**src/rtl/assert_macros.svh**
```systemverilog
// Assertion helpers for the RTL.
`ifndef ASSERT_MACROS_SVH
`define ASSERT_MACROS_SVH
`ifndef SYNTHESIS
`define MSD_ASSERT_IMP(label, clk, rst_n, ante, cons) \
    label: assert property (@(posedge clk) disable iff (!rst_n) (ante) |-> (cons)) \
        else $error("assertion failed");
`define MSD_ASSERT_NXT(label, clk, rst_n, ante, cons) \
    label: assert property (@(posedge clk) disable iff (!rst_n) (ante) |=> (cons)) \
        else $error("assertion failed");
`else
`define MSD_ASSERT_IMP(label, clk, rst_n, ante, cons)
`define MSD_ASSERT_NXT(label, clk, rst_n, ante, cons)
`endif
`endif

```
**src/rtl/msd_pkg.sv**
```systemverilog
package msd_pkg;
    localparam int FACE_SLOTS = 4;
    localparam int SLOT_W = 2;
    localparam int ADDR_W = (FACE_SLOTS > 1) ? $clog2(FACE_SLOTS) : 1;
    localparam int COORD_W = 18;
    localparam int RATIO_W = 18;
    localparam int CNT_W = 8;
    localparam int SQ_W = 38;
    localparam int ROOT_W = 19;
    localparam int QUO_W = 35;
    localparam logic [RATIO_W-1:0] RATIO_MAX = '1;
    localparam logic [CNT_W-1:0] CNT_MAX = '1;

    localparam logic [1:0] MODE_FACE = 2'd0;
    localparam logic [1:0] MODE_MISSING = 2'd2;

    localparam logic [1:0] EV_NONE = 2'd0;
    localparam logic [1:0] EV_STARTED = 2'd1;
    localparam logic [1:0] EV_STOP_CLOSED = 2'd2;
    localparam logic [1:0] EV_STOP_MISSING = 2'd3;

    localparam logic [1:0] REG_START_RATIO = 2'd0;
    localparam logic [1:0] REG_STOP_RATIO = 2'd1;
    localparam logic [1:0] REG_START_CONFIRM = 2'd2;
    localparam logic [1:0] REG_STOP_CONFIRM = 2'd3;

    localparam logic [RATIO_W-1:0] START_RATIO_RST = 18'd2949;
    localparam logic [RATIO_W-1:0] STOP_RATIO_RST = 18'd1966;
    localparam logic [CNT_W-1:0] START_CONFIRM_RST = 8'd2;
    localparam logic [CNT_W-1:0] STOP_CONFIRM_RST = 8'd5;

    typedef struct packed {
        logic                speaking;
        logic [CNT_W-1:0]    open_run;
        logic [CNT_W-1:0]    closed_run;
        logic [CNT_W-1:0]    missing_run;
        logic [RATIO_W-1:0]  last_ratio;
        logic                last_valid;
    } face_state_t;

    localparam int STATE_W = $bits(face_state_t);

    typedef struct packed {
        logic [RATIO_W-1:0] start_ratio;
        logic [RATIO_W-1:0] stop_ratio;
        logic [CNT_W-1:0]   start_confirm;
        logic [CNT_W-1:0]   stop_confirm;
    } msd_cfg_t;
endpackage

```
**src/rtl/msd_ram.sv**
```systemverilog
module msd_ram #(
    parameter int WIDTH = 8,
    parameter int DEPTH = 4
) (
    input  logic                     aclk,
    input  logic                     we,
    input  logic [$clog2(DEPTH)-1:0] waddr,
    input  logic [WIDTH-1:0]         wdata,
    input  logic [$clog2(DEPTH)-1:0] raddr,
    output logic [WIDTH-1:0]         rdata
);
    logic [WIDTH-1:0] mem [DEPTH];

    always_ff @(posedge aclk) begin
        if (we) begin
            mem[waddr] <= wdata;
        end
        rdata <= mem[raddr];
    end
endmodule

```
**src/rtl/msd_ratio.sv**
```systemverilog
// Computes the open ratio: two square roots and one restoring divide, shared
// over cycles; start pulses the unit, done pulses when ratio is ready.
module msd_ratio (
    input  logic                         aclk,
    input  logic                         aresetn,
    input  logic                         start,
    input  logic [msd_pkg::SQ_W-1:0]     gap_sq,
    input  logic [msd_pkg::SQ_W-1:0]     wid_sq,
    output logic                         done,
    output logic [msd_pkg::RATIO_W-1:0]  ratio
);
    import msd_pkg::*;

    typedef enum logic [3:0] {
        R_IDLE = 4'b0001,
        R_SQG  = 4'b0010,
        R_SQW  = 4'b0100,
        R_DIV  = 4'b1000
    } rstate_t;

    rstate_t            st_reg, st_next;
    logic [5:0]         cnt_reg, cnt_next;
    logic [SQ_W-1:0]    rem_reg, rem_next;
    logic [SQ_W-1:0]    val_reg, val_next;
    logic [ROOT_W-1:0]  root_reg, root_next;
    logic [ROOT_W-1:0]  gap_reg, gap_next;
    logic [SQ_W-1:0]    wsq_reg, wsq_next;
    logic [QUO_W-1:0]   quo_reg, quo_next;
    logic [ROOT_W:0]    drem_reg, drem_next;
    logic [ROOT_W-1:0]  div_reg, div_next;
    logic               done_reg, done_next;

    logic [ROOT_W+1:0]  trial;
    logic [SQ_W-1:0]    rem_sh;
    logic [ROOT_W:0]    dsh;
    logic [ROOT_W:0]    dsub;
    logic [QUO_W-1:0]   num;

    always_comb begin
        st_next = st_reg;
        cnt_next = cnt_reg;
        rem_next = rem_reg;
        val_next = val_reg;
        root_next = root_reg;
        gap_next = gap_reg;
        wsq_next = wsq_reg;
        quo_next = quo_reg;
        drem_next = drem_reg;
        div_next = div_reg;
        done_next = 1'b0;
        // One radix-2 square-root step: bring down two bits, try 4r+1.
        rem_sh = {rem_reg[SQ_W-3:0], val_reg[SQ_W-1:SQ_W-2]};
        trial = {root_reg, 2'b01};
        num = {gap_reg, 16'd0};
        dsh = {drem_reg[ROOT_W-1:0], num[QUO_W-1-cnt_reg]};
        dsub = dsh - {1'b0, div_reg};
        case (st_reg)
            R_IDLE: begin
                if (start) begin
                    st_next = R_SQG;
                    cnt_next = '0;
                    rem_next = '0;
                    root_next = '0;
                    val_next = gap_sq;
                    wsq_next = wid_sq;
                end
            end
            R_SQG, R_SQW: begin
                val_next = {val_reg[SQ_W-3:0], 2'b00};
                if ({{(SQ_W-ROOT_W-2){1'b0}}, trial} <= rem_sh) begin
                    rem_next = rem_sh - {{(SQ_W-ROOT_W-2){1'b0}}, trial};
                    root_next = {root_reg[ROOT_W-2:0], 1'b1};
                end else begin
                    rem_next = rem_sh;
                    root_next = {root_reg[ROOT_W-2:0], 1'b0};
                end
                cnt_next = cnt_reg + 6'd1;
                if (cnt_reg == 6'(ROOT_W - 1)) begin
                    // The finished root is taken before the step registers clear.
                    if (st_reg == R_SQG) begin
                        gap_next = root_next;
                        val_next = wsq_reg;
                        st_next = R_SQW;
                    end else begin
                        div_next = (root_next == '0) ? ROOT_W'(1) : root_next;
                        drem_next = '0;
                        quo_next = '0;
                        st_next = R_DIV;
                    end
                    cnt_next = '0;
                    rem_next = '0;
                    root_next = '0;
                end
            end
            R_DIV: begin
                if (!dsub[ROOT_W]) begin
                    drem_next = dsub;
                    quo_next = {quo_reg[QUO_W-2:0], 1'b1};
                end else begin
                    drem_next = dsh;
                    quo_next = {quo_reg[QUO_W-2:0], 1'b0};
                end
                cnt_next = cnt_reg + 6'd1;
                if (cnt_reg == 6'(QUO_W - 1)) begin
                    st_next = R_IDLE;
                    done_next = 1'b1;
                end
            end
            default: st_next = R_IDLE;
        endcase
    end

    always_ff @(posedge aclk) begin
        if (!aresetn) begin
            st_reg <= R_IDLE;
            done_reg <= 1'b0;
            cnt_reg <= '0;
        end else begin
            st_reg <= st_next;
            done_reg <= done_next;
            cnt_reg <= cnt_next;
        end
        rem_reg <= rem_next;
        val_reg <= val_next;
        root_reg <= root_next;
        gap_reg <= gap_next;
        wsq_reg <= wsq_next;
        quo_reg <= quo_next;
        drem_reg <= drem_next;
        div_reg <= div_next;
    end

    assign done = done_reg;
    assign ratio = (quo_reg > QUO_W'(RATIO_MAX)) ? RATIO_MAX : quo_reg[RATIO_W-1:0];
endmodule

```
**src/rtl/mouth_speaking_detector.sv**
```systemverilog
// Items are handled one at a time; for a face with landmarks the result also
// waits on two 19-step square roots and a 35-step divide, one step a cycle.
// The next input is taken once the sequencer is idle and the result register
// is free. Reset is synchronous, active low; after it a clearing pass zeroes
// the state of every face slot first.
`include "assert_macros.svh"
module mouth_speaking_detector (
    input  logic        aclk,
    input  logic        aresetn,
    input  logic        s_tvalid,
    output logic        s_tready,
    // tdata: face_slot[1:0], upper_x, upper_y, lower_x, lower_y, corner_left_x,
    // corner_left_y, corner_right_x, corner_right_y (18 bits each), zero pad.
    input  logic [151:0] s_tdata,
    // tuser: mode[1:0]
    input  logic [1:0]  s_tuser,
    output logic        m_tvalid,
    input  logic        m_tready,
    // tdata: slot_out[1:0], available, ratio[17:0], motion[17:0],
    // speaking, event_res[1:0], zero pad to 48 bits.
    output logic [47:0] m_tdata,
    input  logic        cfg_valid,
    output logic        cfg_ready,
    input  logic [1:0]  cfg_index,
    input  logic [31:0] cfg_data
);
    import msd_pkg::*;

    // Sequencer: one-hot states clear the slots after reset, then walk an item through read, compute, write and output.
    typedef enum logic [5:0] {
        S_CLEAR = 6'b000001,
        S_IDLE  = 6'b000010,
        S_READ  = 6'b000100,
        S_CALC  = 6'b001000,
        S_UPD   = 6'b010000,
        S_OUT   = 6'b100000
    } state_t;

    state_t                st_reg, st_next;
    msd_cfg_t              cfg_reg;
    logic [ADDR_W:0]       clr_reg, clr_next;
    logic [1:0]            mode_reg;
    logic [SLOT_W-1:0]     slot_reg;
    logic                  inrange_reg;
    logic [SQ_W-1:0]       gsq_reg, wsq_reg;
    logic [RATIO_W-1:0]    ratio_reg;
    logic                  out_valid_reg;
    logic [41:0]           out_reg;

    logic                  ram_we;
    logic [ADDR_W-1:0]     ram_waddr;
    face_state_t           ram_wdata, ram_rdata, fs_reg, nst;
    logic                  calc_start, calc_done;
    logic [RATIO_W-1:0]    calc_ratio;
    logic                  s_fire;
    logic [RATIO_W-1:0]    r, motion;
    logic [1:0]            ev;
    logic [CNT_W-1:0]      sc, pc, oi, ci, mi;
    logic                  avail;

    // Squared distances: the four 38-bit products are formed in the cycle after
    // capture, each a single 19x19 multiply registered before the sum.
    logic signed [COORD_W:0] gdx, gdy, wdx, wdy;
    logic [SQ_W-1:0]         gx2_reg, gy2_reg, wx2_reg, wy2_reg;

    assign s_fire = s_tvalid && s_tready;
    assign s_tready = (st_reg == S_IDLE) && !out_valid_reg;
    assign cfg_ready = 1'b1;

    always_ff @(posedge aclk) begin
        if (!aresetn) begin
            cfg_reg <= '{START_RATIO_RST, STOP_RATIO_RST, START_CONFIRM_RST,
                         STOP_CONFIRM_RST};
        end else if (cfg_valid) begin
            case (cfg_index)
                REG_START_RATIO:   cfg_reg.start_ratio <= cfg_data[RATIO_W-1:0];
                REG_STOP_RATIO:    cfg_reg.stop_ratio <= cfg_data[RATIO_W-1:0];
                REG_START_CONFIRM: cfg_reg.start_confirm <= cfg_data[CNT_W-1:0];
                REG_STOP_CONFIRM:  cfg_reg.stop_confirm <= cfg_data[CNT_W-1:0];
                default: ;
            endcase
        end
    end

    always_ff @(posedge aclk) begin
        if (s_fire) begin
            mode_reg <= s_tuser;
            slot_reg <= s_tdata[1:0];
            inrange_reg <= ({1'b0, s_tdata[1:0]} < 3'(FACE_SLOTS));
        end
    end

    // Landmark differences are taken straight from the captured input bits.
    logic [151:0] pin_reg;
    always_ff @(posedge aclk) begin
        if (s_fire) pin_reg <= s_tdata;
    end
    assign gdx = $signed({pin_reg[19], pin_reg[19:2]}) - $signed({pin_reg[55], pin_reg[55:38]});
    assign gdy = $signed({pin_reg[37], pin_reg[37:20]}) - $signed({pin_reg[73], pin_reg[73:56]});
    assign wdx = $signed({pin_reg[91], pin_reg[91:74]})
               - $signed({pin_reg[127], pin_reg[127:110]});
    assign wdy = $signed({pin_reg[109], pin_reg[109:92]})
               - $signed({pin_reg[145], pin_reg[145:128]});

    function automatic logic [SQ_W-1:0] sq(input logic signed [COORD_W:0] d);
        logic [COORD_W:0] a;
        a = d[COORD_W] ? (COORD_W + 1)'(-d) : (COORD_W + 1)'(d);
        return SQ_W'(a) * SQ_W'(a);
    endfunction

    always_ff @(posedge aclk) begin
        gx2_reg <= sq(gdx);
        gy2_reg <= sq(gdy);
        wx2_reg <= sq(wdx);
        wy2_reg <= sq(wdy);
        gsq_reg <= gx2_reg + gy2_reg;
        wsq_reg <= wx2_reg + wy2_reg;
    end

    msd_ratio u_ratio (
        .aclk    (aclk),
        .aresetn (aresetn),
        .start   (calc_start),
        .gap_sq  (gsq_reg),
        .wid_sq  (wsq_reg),
        .done    (calc_done),
        .ratio   (calc_ratio)
    );

    msd_ram #(.WIDTH(STATE_W), .DEPTH(1 << ADDR_W)) u_state (
        .aclk  (aclk),
        .we    (ram_we),
        .waddr (ram_waddr),
        .wdata (ram_wdata),
        .raddr (slot_reg[ADDR_W-1:0]),
        .rdata (ram_rdata)
    );

    // READ holds until the registered RAM word has arrived and the squared sums,
    // formed from the registered squares, are registered too.
    logic [1:0] rd_cnt_reg;
    assign calc_start = (st_reg == S_READ) && (rd_cnt_reg == 2'd2)
                        && (mode_reg == MODE_FACE) && inrange_reg;

    always_comb begin
        st_next = st_reg;
        clr_next = clr_reg;
        case (st_reg)
            S_CLEAR: begin
                clr_next = clr_reg + (ADDR_W + 1)'(1);
                if (clr_reg == (ADDR_W + 1)'(FACE_SLOTS - 1)) st_next = S_IDLE;
            end
            S_IDLE: if (s_fire) st_next = S_READ;
            S_READ: begin
                if (rd_cnt_reg == 2'd2) st_next = calc_start ? S_CALC : S_UPD;
            end
            S_CALC: if (calc_done) st_next = S_UPD;
            S_UPD:  st_next = S_OUT;
            S_OUT:  st_next = S_IDLE;
            default: st_next = S_IDLE;
        endcase
    end

    always_ff @(posedge aclk) begin
        if (!aresetn) begin
            st_reg <= S_CLEAR;
            clr_reg <= '0;
            rd_cnt_reg <= '0;
        end else begin
            st_reg <= st_next;
            clr_reg <= clr_next;
            rd_cnt_reg <= (st_reg == S_READ) ? rd_cnt_reg + 2'd1 : 2'd0;
        end
        if (st_reg == S_READ) fs_reg <= ram_rdata;
        if (calc_done) ratio_reg <= calc_ratio;
        else if (st_reg == S_READ) ratio_reg <= '0;
    end

    // State update for the slot, following the hysteresis rules.
    always_comb begin
        sc = (cfg_reg.start_confirm == '0) ? CNT_W'(1) : cfg_reg.start_confirm;
        pc = (cfg_reg.stop_confirm == '0) ? CNT_W'(1) : cfg_reg.stop_confirm;
        nst = fs_reg;
        ev = EV_NONE;
        avail = 1'b0;
        r = ratio_reg;
        motion = '0;
        oi = (fs_reg.open_run == CNT_MAX) ? CNT_MAX : fs_reg.open_run + CNT_W'(1);
        ci = (fs_reg.closed_run == CNT_MAX) ? CNT_MAX : fs_reg.closed_run + CNT_W'(1);
        mi = (fs_reg.missing_run == CNT_MAX) ? CNT_MAX : fs_reg.missing_run + CNT_W'(1);
        if (inrange_reg && mode_reg == MODE_FACE) begin
            avail = 1'b1;
            if (fs_reg.last_valid) begin
                motion = (r >= fs_reg.last_ratio) ? r - fs_reg.last_ratio
                                                  : fs_reg.last_ratio - r;
            end
            nst.last_ratio = r;
            nst.last_valid = 1'b1;
            nst.missing_run = '0;
            if (!fs_reg.speaking) begin
                nst.closed_run = '0;
                nst.open_run = (r >= cfg_reg.start_ratio) ? oi : '0;
                if (nst.open_run >= sc) begin
                    nst.speaking = 1'b1;
                    nst.open_run = '0;
                    ev = EV_STARTED;
                end
            end else begin
                nst.open_run = '0;
                nst.closed_run = (r <= cfg_reg.stop_ratio) ? ci : '0;
                if (nst.closed_run >= pc) begin
                    nst.speaking = 1'b0;
                    nst.closed_run = '0;
                    ev = EV_STOP_CLOSED;
                end
            end
        end else if (inrange_reg && mode_reg == MODE_MISSING && fs_reg.speaking) begin
            nst.missing_run = mi;
            if (mi >= pc) begin
                nst = '0;
                nst.last_ratio = fs_reg.last_ratio;
                ev = EV_STOP_MISSING;
            end
        end
    end

    assign ram_we = (st_reg == S_CLEAR) || (st_reg == S_UPD && inrange_reg);
    assign ram_waddr = (st_reg == S_CLEAR) ? clr_reg[ADDR_W-1:0] : slot_reg[ADDR_W-1:0];
    assign ram_wdata = (st_reg == S_CLEAR) ? face_state_t'('0) : nst;

    always_ff @(posedge aclk) begin
        if (!aresetn) begin
            out_valid_reg <= 1'b0;
        end else if (st_reg == S_UPD) begin
            out_valid_reg <= 1'b1;
        end else if (m_tready) begin
            out_valid_reg <= 1'b0;
        end
        if (st_reg == S_UPD) begin
            out_reg <= {ev, inrange_reg & nst.speaking, avail ? motion : RATIO_W'(0),
                        avail ? r : RATIO_W'(0), avail, slot_reg};
        end
    end

    assign m_tvalid = out_valid_reg;
    assign m_tdata = {6'd0, out_reg};

    `MSD_ASSERT_IMP(a_no_in_while_busy, aclk, aresetn, st_reg != S_IDLE, !s_tready)
    `MSD_ASSERT_NXT(a_upd_gives_out, aclk, aresetn, st_reg == S_UPD, m_tvalid)
    `MSD_ASSERT_IMP(a_clear_no_in, aclk, aresetn, st_reg == S_CLEAR, !m_tvalid)
endmodule
```
**config.mk**
```make
export PLATFORM = sky130hd
export DESIGN_NAME = mouth_speaking_detector
export DESIGN_NICKNAME = d
export VERILOG_FILES = /design/src/rtl/msd_pkg.sv /design/src/rtl/msd_ram.sv /design/src/rtl/msd_ratio.sv /design/src/rtl/mouth_speaking_detector.sv
export VERILOG_INCLUDE_DIRS = /design/src /design/src/rtl
export SDC_FILE = /design/constraint.sdc
export NUM_CORES = 2
export LEC_CHECK = 0
export CAP_MARGIN = 20
export CORE_MARGIN = 10
export CORE_UTILIZATION = 65
export CTS_BUF_LIST = sky130_fd_sc_hd__clkbuf_4
export DETAILED_ROUTE_END_ITERATION = 10
export DONT_BUFFER_PORTS = 1
export PLACE_DENSITY_LB_ADDON = 0.2
export SLEW_MARGIN = 20
export SYNTH_ARGS = -nofsm -noshare
export SYNTH_HDL_FRONTEND = slang
export SYNTH_SLANG_ARGS = --single-unit
```
**constraint.sdc**
```tcl
create_clock -name aclk -period 10.9 [get_ports aclk]
set_clock_uncertainty 0.05 [all_clocks]
set_input_delay 0.545 -clock aclk [delete_from_list [all_inputs] [get_ports aclk]]
set_output_delay 0.545 -clock aclk [all_outputs]
set_load 0.005 [all_outputs]
```
# After elaboration in Yosys (flattened, before gate mapping)

Memory sizes are Yosys's and may differ from the RTL's. A register that Yosys moved wholly into a read port is not among the register bits.
Index checks and enable logic that the tools add are counted.
W data, S select, Z words.

Memory bits (writable): 176
Logic and storage cells: 208
Flip-flop bits (word level): 780
Output and inout port bits: 51
Memories: 1
Input bits: 193

Add/sub/neg operators: 21
Multipliers: 4
Reduce and logical (&&, ||, !) cells: 33
Eq/ne operators: 28
$lt $le $gt $ge: 9
Mux-type cells: 73
Bitwise logic cells: 1

Memories:

| memory      | words | width | rd ports | clocked after Yosys merged registers in | write ports | RTL line      | source |
|---|---|---|---|---|---|---|---|
| u_state.mem | 4     | 44    | 1        | 1                                       | 1           | msd_ram.sv:12 | `logic [WIDTH-1:0] mem [DEPTH];` |

Operators with widths:

| operator               | count |
|---|---|
| $mux W19               | 10 |
| $mux W44               | 4 |
| $mul A19 B19 Y38       | 4 |
| $mux W38               | 3 |
| $mux W36               | 3 |
| $add A38 B38 Y38       | 2 |
| $neg A19 Y19           | 4 |
| $pmux W19 S2           | 2 |
| $pmux W38 S2           | 1 |
| $sub A18 B18 Y19       | 4 |
| $mux W18               | 4 |
| $pmux W36 S2           | 1 |
| $mux W35               | 2 |
| $pmux W35 S2           | 1 |
| $mux W8                | 8 |
| $le A21 B38 Y1         | 1 |
| $ge A18 B18 Y1         | 2 |
| $mux W6                | 6 |
| $sub A18 B18 Y18       | 2 |
| $sub A36 B21 Y36       | 1 |
| $gt A35 B18 Y1 const B | 1 |
| $lt A32 B7 Y1 const B  | 1 |
| $pmux W6 S5            | 1 |
| $add A8 B1 Y8 const B  | 3 |
| other kinds (45)       | 98 |

# Longest topological paths before layout

Word-level depth: 8
Gate-level depth with buffers: 41
Gate-level depth less buffers: 39

# Hierarchy

Synthesis repeated with hierarchy kept, for this count alone.

Cell total of the unflattened synthesis: 8551
Area total of the unflattened synthesis: 86534.2 um^2

By module, submodules not included:

| module                  | cells each | area an instance (um^2) | times used | sequential area each (um^2) |
|---|---|---|---|---|
| mouth_speaking_detector | 7160       | 67009.3                 | 1          | 13332.8 |
| msd_ratio               | 1113       | 12205.5                 | 1          | 6916.6 |
| msd_ram                 | 278        | 7319.5                  | 1          | 6165.9 |

# Worst setup path before layout

OpenSTA, ideal clock, no wires.

Kind: reg-to-reg
From: register pin_reg[92]
To: register wy2_reg[34]
Setup time: 72 ps
Path buffers: 3
Setup slack: 1852 ps
Arrival time: 8926 ps
Cell stages (with the launch flop): 40
Data required time: 10778 ps
Period minus slack after synthesis: 9048 ps
Cell sequence: edfxtp_1 inv_1 ha_1 inv_1 fa_1 a211o_1 a211oi_1 o21ai_1 a31oi_1 o21bai_1 a21o_1 clkbuf_1 buf_2 or2_2 xnor2_1 clkbuf_1 nand2_1 fa_1 [... 4 more ...] inv_1 fa_1 inv_1 fa_1 inv_1 fa_1 ha_1 a21o_1 a21oi_1 o21ai_0 or3_1 o21ai_0 a21boi_0 a311oi_1 o21bai_1 a21o_1 a21oi_1 xnor2_1

Cells in the longest elaborated chain, start to end: 4

RTL lines:

| item                   | RTL line                       | source |
|---|---|---|
| from (decl)            | mouth_speaking_detector.sv:94  | `logic [151:0] pin_reg;` |
| from (signal assigned) | mouth_speaking_detector.sv:96  | `if (s_fire) pin_reg <= s_tdata;` |
| $sub A18 B18 Y19 *     | mouth_speaking_detector.sv:103 | `- $signed({pin_reg[145], pin_reg[145:128]});` |
| $neg A19 Y19           | mouth_speaking_detector.sv:107 | `a = d[COORD_W] ? (COORD_W + 1)'(-d) : (COORD_W + 1)'(d);` |
| $mux W19 *             | mouth_speaking_detector.sv:107 |  |
| $mul A19 B19 Y38 *     | mouth_speaking_detector.sv:108 | `return SQ_W'(a) * SQ_W'(a);` |
| to (signal assigned)   | mouth_speaking_detector.sv:115 | `wy2_reg <= sq(wdy);` |
| to (decl)              | mouth_speaking_detector.sv:64  | `logic [SQ_W-1:0] gx2_reg, gy2_reg, wx2_reg, wy2_reg;` |

Mark *: on every way between the ends. The rest lies on a longest branch, timed or not.
A chain may end at the register's enable or synchronous reset.

# Worst setup path in the final report

From: register pin_reg[74]
To: register wx2_reg[37]

Cells in the longest elaborated chain, start to end: 4

RTL lines:

| item                 | RTL line                       | source |
|---|---|---|
| $sub A18 B18 Y19 *   | mouth_speaking_detector.sv:101 | `- $signed({pin_reg[127], pin_reg[127:110]});` |
| $neg A19 Y19         | mouth_speaking_detector.sv:107 |  |
| $mux W19 *           | mouth_speaking_detector.sv:107 |  |
| $mul A19 B19 Y38 *   | mouth_speaking_detector.sv:108 |  |
| to (signal assigned) | mouth_speaking_detector.sv:114 | `wx2_reg <= sq(wdx);` |
| to (decl)            | mouth_speaking_detector.sv:64  |  |

Marks and branches as above.

==> run summary <==
The flow ran to the end, and the final reports show no timing, DRC or antenna violations. The tools report the total half-perimeter wirelength after legalization and detailed placement as 152000 um. The initial antenna violation count is 3, and the y dimension of the die is 384 um. In this run the tool buffered the top-level ports with 0 buffer cells. The wire length of the first global-routing pass was 339000 um. In the global route stage, met2 resource usage came out at 50.5%. The number of setup buffers added after CTS is 0. Counting every instance in the synthesized netlist gives 8529. After detailed routing, the average wire length per cell comes to 18.7 um. Row generation in the floorplan step produced 133 rows. In the global route stage, met3 resource usage came out at 4.64%.

The floorplan step set the die width to 384 um. The run gives 62800 as the number of vias after detailed routing. The proportion of register bits with asynchronous set or reset after synthesis works out to 0%.

The tools report the post-route antenna net violation count as 0. The worst min-delay path class is input port to flip-flop. The count of yosys warnings during synthesis is 0, and the number of buffers on the longest clock path is 4. The fraction of met1 tracks used by global routing was 33.7%; the number of H-tree levels was 5. The run gives 0.0861 mm^2 as the post-synthesis cell area. The vias per cell works out to 5.67.

Required time of the critical path: 11.87 ns. Dividing the synthesized area by the synthesized cell count gives 10.1 um^2. The tool flagged a number of max-cap violations equal to 0. The synthesized design contains 994 register bits. Ratio of final minimum period to clock period: 93.6%.

The register with the most flip-flops in the layout has 176 of them. Relative to the synthesized area, the layout overhead comes to 11.3%. The final setup violation count is 0.

The total die area is 0.147 mm^2, and the data arrival at the endpoint of the critical path is 11.17 ns. The count of boundary I/O pins is 244, and the setup total negative slack is 0 ns. The number of enable flip-flop cells after synthesis works out to 651. The library cell used most frequently in the layout, excluding fill and tap cells, is inv_1. The worst path needs 10.20 ns of the cycle, external delays included. The clock-pin slew reported for the worst setup and hold paths after clock tree synthesis works out to 0.07 ns. On the worst path, the slowest cell contributes a delay of 0.57 ns. The post-route netlist has 7.91% of its cells at a drive strength greater than 1. The distinct cell type count of the synthesized netlist was 105.

Summed over all layers, the global routing overflow is 0. The count of final max-slew check failures is 0. For this design, the slowest cell found on the critical path is xor2_1. The run gives 4286 as the violation count after the first detailed-routing iteration. In the layout the commonest cells are inv_1 (1686), fa_1 (997), ha_1 (789).

Type of the setup path with the least slack: flip-flop to flip-flop. Global routing used 28.5% of the available tracks. Sort of element at the start of the critical path: a flip-flop. The most frequent cell on the critical path was fa_1. For the weighted congestion at the end of routability-driven global placement, the log shows 0.933. Summed over all layers, the routed wires come to 207000 um.

Most common flop cell mapped by yosys: edfxtp_1. For the number of hold violations in the final report, the log shows 0. The maximum fanout along the worst path works out to 9.

The starting density of the core was 65.5%. Based on the critical path, the design can be clocked at up to 98.0 MHz. At the pin with the least slew margin, the transition time is 1.09 ns.

In this run the standard cell core region covers 0.131 mm^2. At the end of the flow, the number of nets in the layout was 11100. Entering global routing, the biggest net connects 73 pins.

Number of buffers created by CTS: 276. The pre-antenna-repair detailed-routing pass consisted of 6 iterations. The tree is rooted in a clkbuf_4. Number of design rule violations left after detail routing: 0. For this run, the register share of the synthesized area comes to 30.7%.

At the later pin of the worst-skew pair, clock insertion delay measures 1.21 ns. The count of clock tree sinks is 994. met2 is the most crowded layer. STA classifies the critical path endpoint as a flip-flop.

TritonCTS built the clock tree. Setup repair after global routing left no endpoint under its margin. The via count of the first global-routing pass is 67700, and the worst slew slack as a fraction of its limit is 27.3%.
==> cell type report <==
| class | instances | area (um^2) |
|---|---|---|
| antenna | 6 | 15.0 |
| clock buffer | 395 | 2970 |
| clock inverter | 67 | 465 |
| fill | 9431 | 35600 |
| inverter | 1717 | 6450 |
| multi-input combinational | 5653 | 52700 |
| sequential | 994 | 26400 |
| tap | 1755 | 2200 |
| timing repair buffer | 490 | 4630 |
==> cells by family (layout without fill, tap and decap cells) <==
| group | count (synthesis) | count (layout) | synth area share [%] |
|---|---|---|---|
| adder cells (fa/ha/maj) | 1786 | 1786 | 34.7 |
| buffers and inverters | 1939 | 2669 | 8.54 |
| AND/OR/NAND/NOR | 2125 | 2125 | 11.3 |
| AO/OA/AOI/OAI | 1217 | 1217 | 9.23 |
| flip-flops | 994 | 994 | 30.7 |
| multiplexers | 68 | 68 | 1.51 |
| XOR/XNOR | 398 | 398 | 4.09 |
| other | 2 | 65 | 0.00872 |
==> metal layers <==
layer | part of all wire [%] | vias up
met4 | 4.6 | 0
met5 | 0 | -
met3 | 6.4 | 658
met2 | 51 | 2313
li1 | - | 29000
met1 | 38 | 30800
==> synth_stat cells, types with 10 or more instances <==
master       n  area share [%]
a211o_1     13            0.13
a211oi_1    45            0.39
a21boi_0    51            0.44
a21o_1     136             1.2
a21oi_1    352             2.0
a22oi_1     45            0.39
a31oi_1     47            0.34
and2_1      79            0.57
and3_1      34            0.25
buf_1       15           0.065
buf_2       15           0.087
buf_4       10           0.087
clkbuf_1   180            0.78
clkinv_1    14           0.061
dfxtp_1    343             8.0
edfxtp_1   651              23
fa_1       997              23
ha_1       789              11
inv_1     1689             7.4
inv_2       14           0.061
mux2i_1     16            0.19
mux4_2      49             1.3
nand2_1    722             3.1
nand2b_1   100            0.73
nand3_1    103            0.60
nand3b_1    10           0.087
nand4_1     39            0.28
nor2_1     695             3.0
nor2b_1     65            0.47
nor3_1      98            0.57
nor3b_1     14            0.12
nor4_1      37            0.27
o211ai_1    39            0.34
o21a_1      92            0.80
o21ai_0    204             1.2
o21bai_1    32            0.28
o31ai_1     25            0.22
or2_2       55            0.40
or3_1       21            0.15
xnor2_1    264             2.7
xor2_1     129             1.3
==> worst paths after layout <==
kind                                        start           to  slack, ns  cells past startpoint
worst min register to register  u_state.rdata[33]   fs_reg[33]       0.28                      0
worst min-delay path                  cfg_data[5]   cfg_reg[5]       0.14                      3
worst max-delay path                  pin_reg[74]  wx2_reg[37]       0.70                     34
worst max register to register        pin_reg[74]  wx2_reg[37]       0.70                     34
==> what timing repair did <==
| action | CTS | global route |
|---|---|---|
| gates resized for setup | 0 | 3 |
| endpoints found under the setup margin | 0 | 5 |
| hold buffers | 369 | 0 |
| hold endpoints to repair | 227 | 0 |
==> worst max-delay path: cells and delay by family, from the launching register on <==
kind	cells	cell delay (ns)
AO/OA/AOI/OAI	14	3.60
XOR/XNOR	2	0.71
buffers and inverters	5	0.62
flip-flops	1	0.36
AND/OR/NAND/NOR	4	0.76
adder cells (fa/ha/maj)	9	3.94
==> per-stage QoR <==
stage | hold WS (ns) | util, % | std cells | setup WS [ns] | instance area [um^2]
2_1_floorplan | 0.336 | - | 8586 | 1.85 | 86300
3_3_place_gp | 0.337 | 67.4 | 10200 | 0.956 | 88600
3_5_place_dp | 0.339 | 67.4 | 10200 | 0.866 | 88600
4_1_cts | 0.00527 | 72.9 | 11100 | 0.700 | 95800
5_1_grt | 0.0461 | 72.9 | 11100 | 0.0457 | 95800
6_report | 0.145 | 72.9 | 11100 | 0.698 | 95800
Power is not shown: default switching activity piles up to over one toggle a cycle in this logic, so the estimate is an artifact.
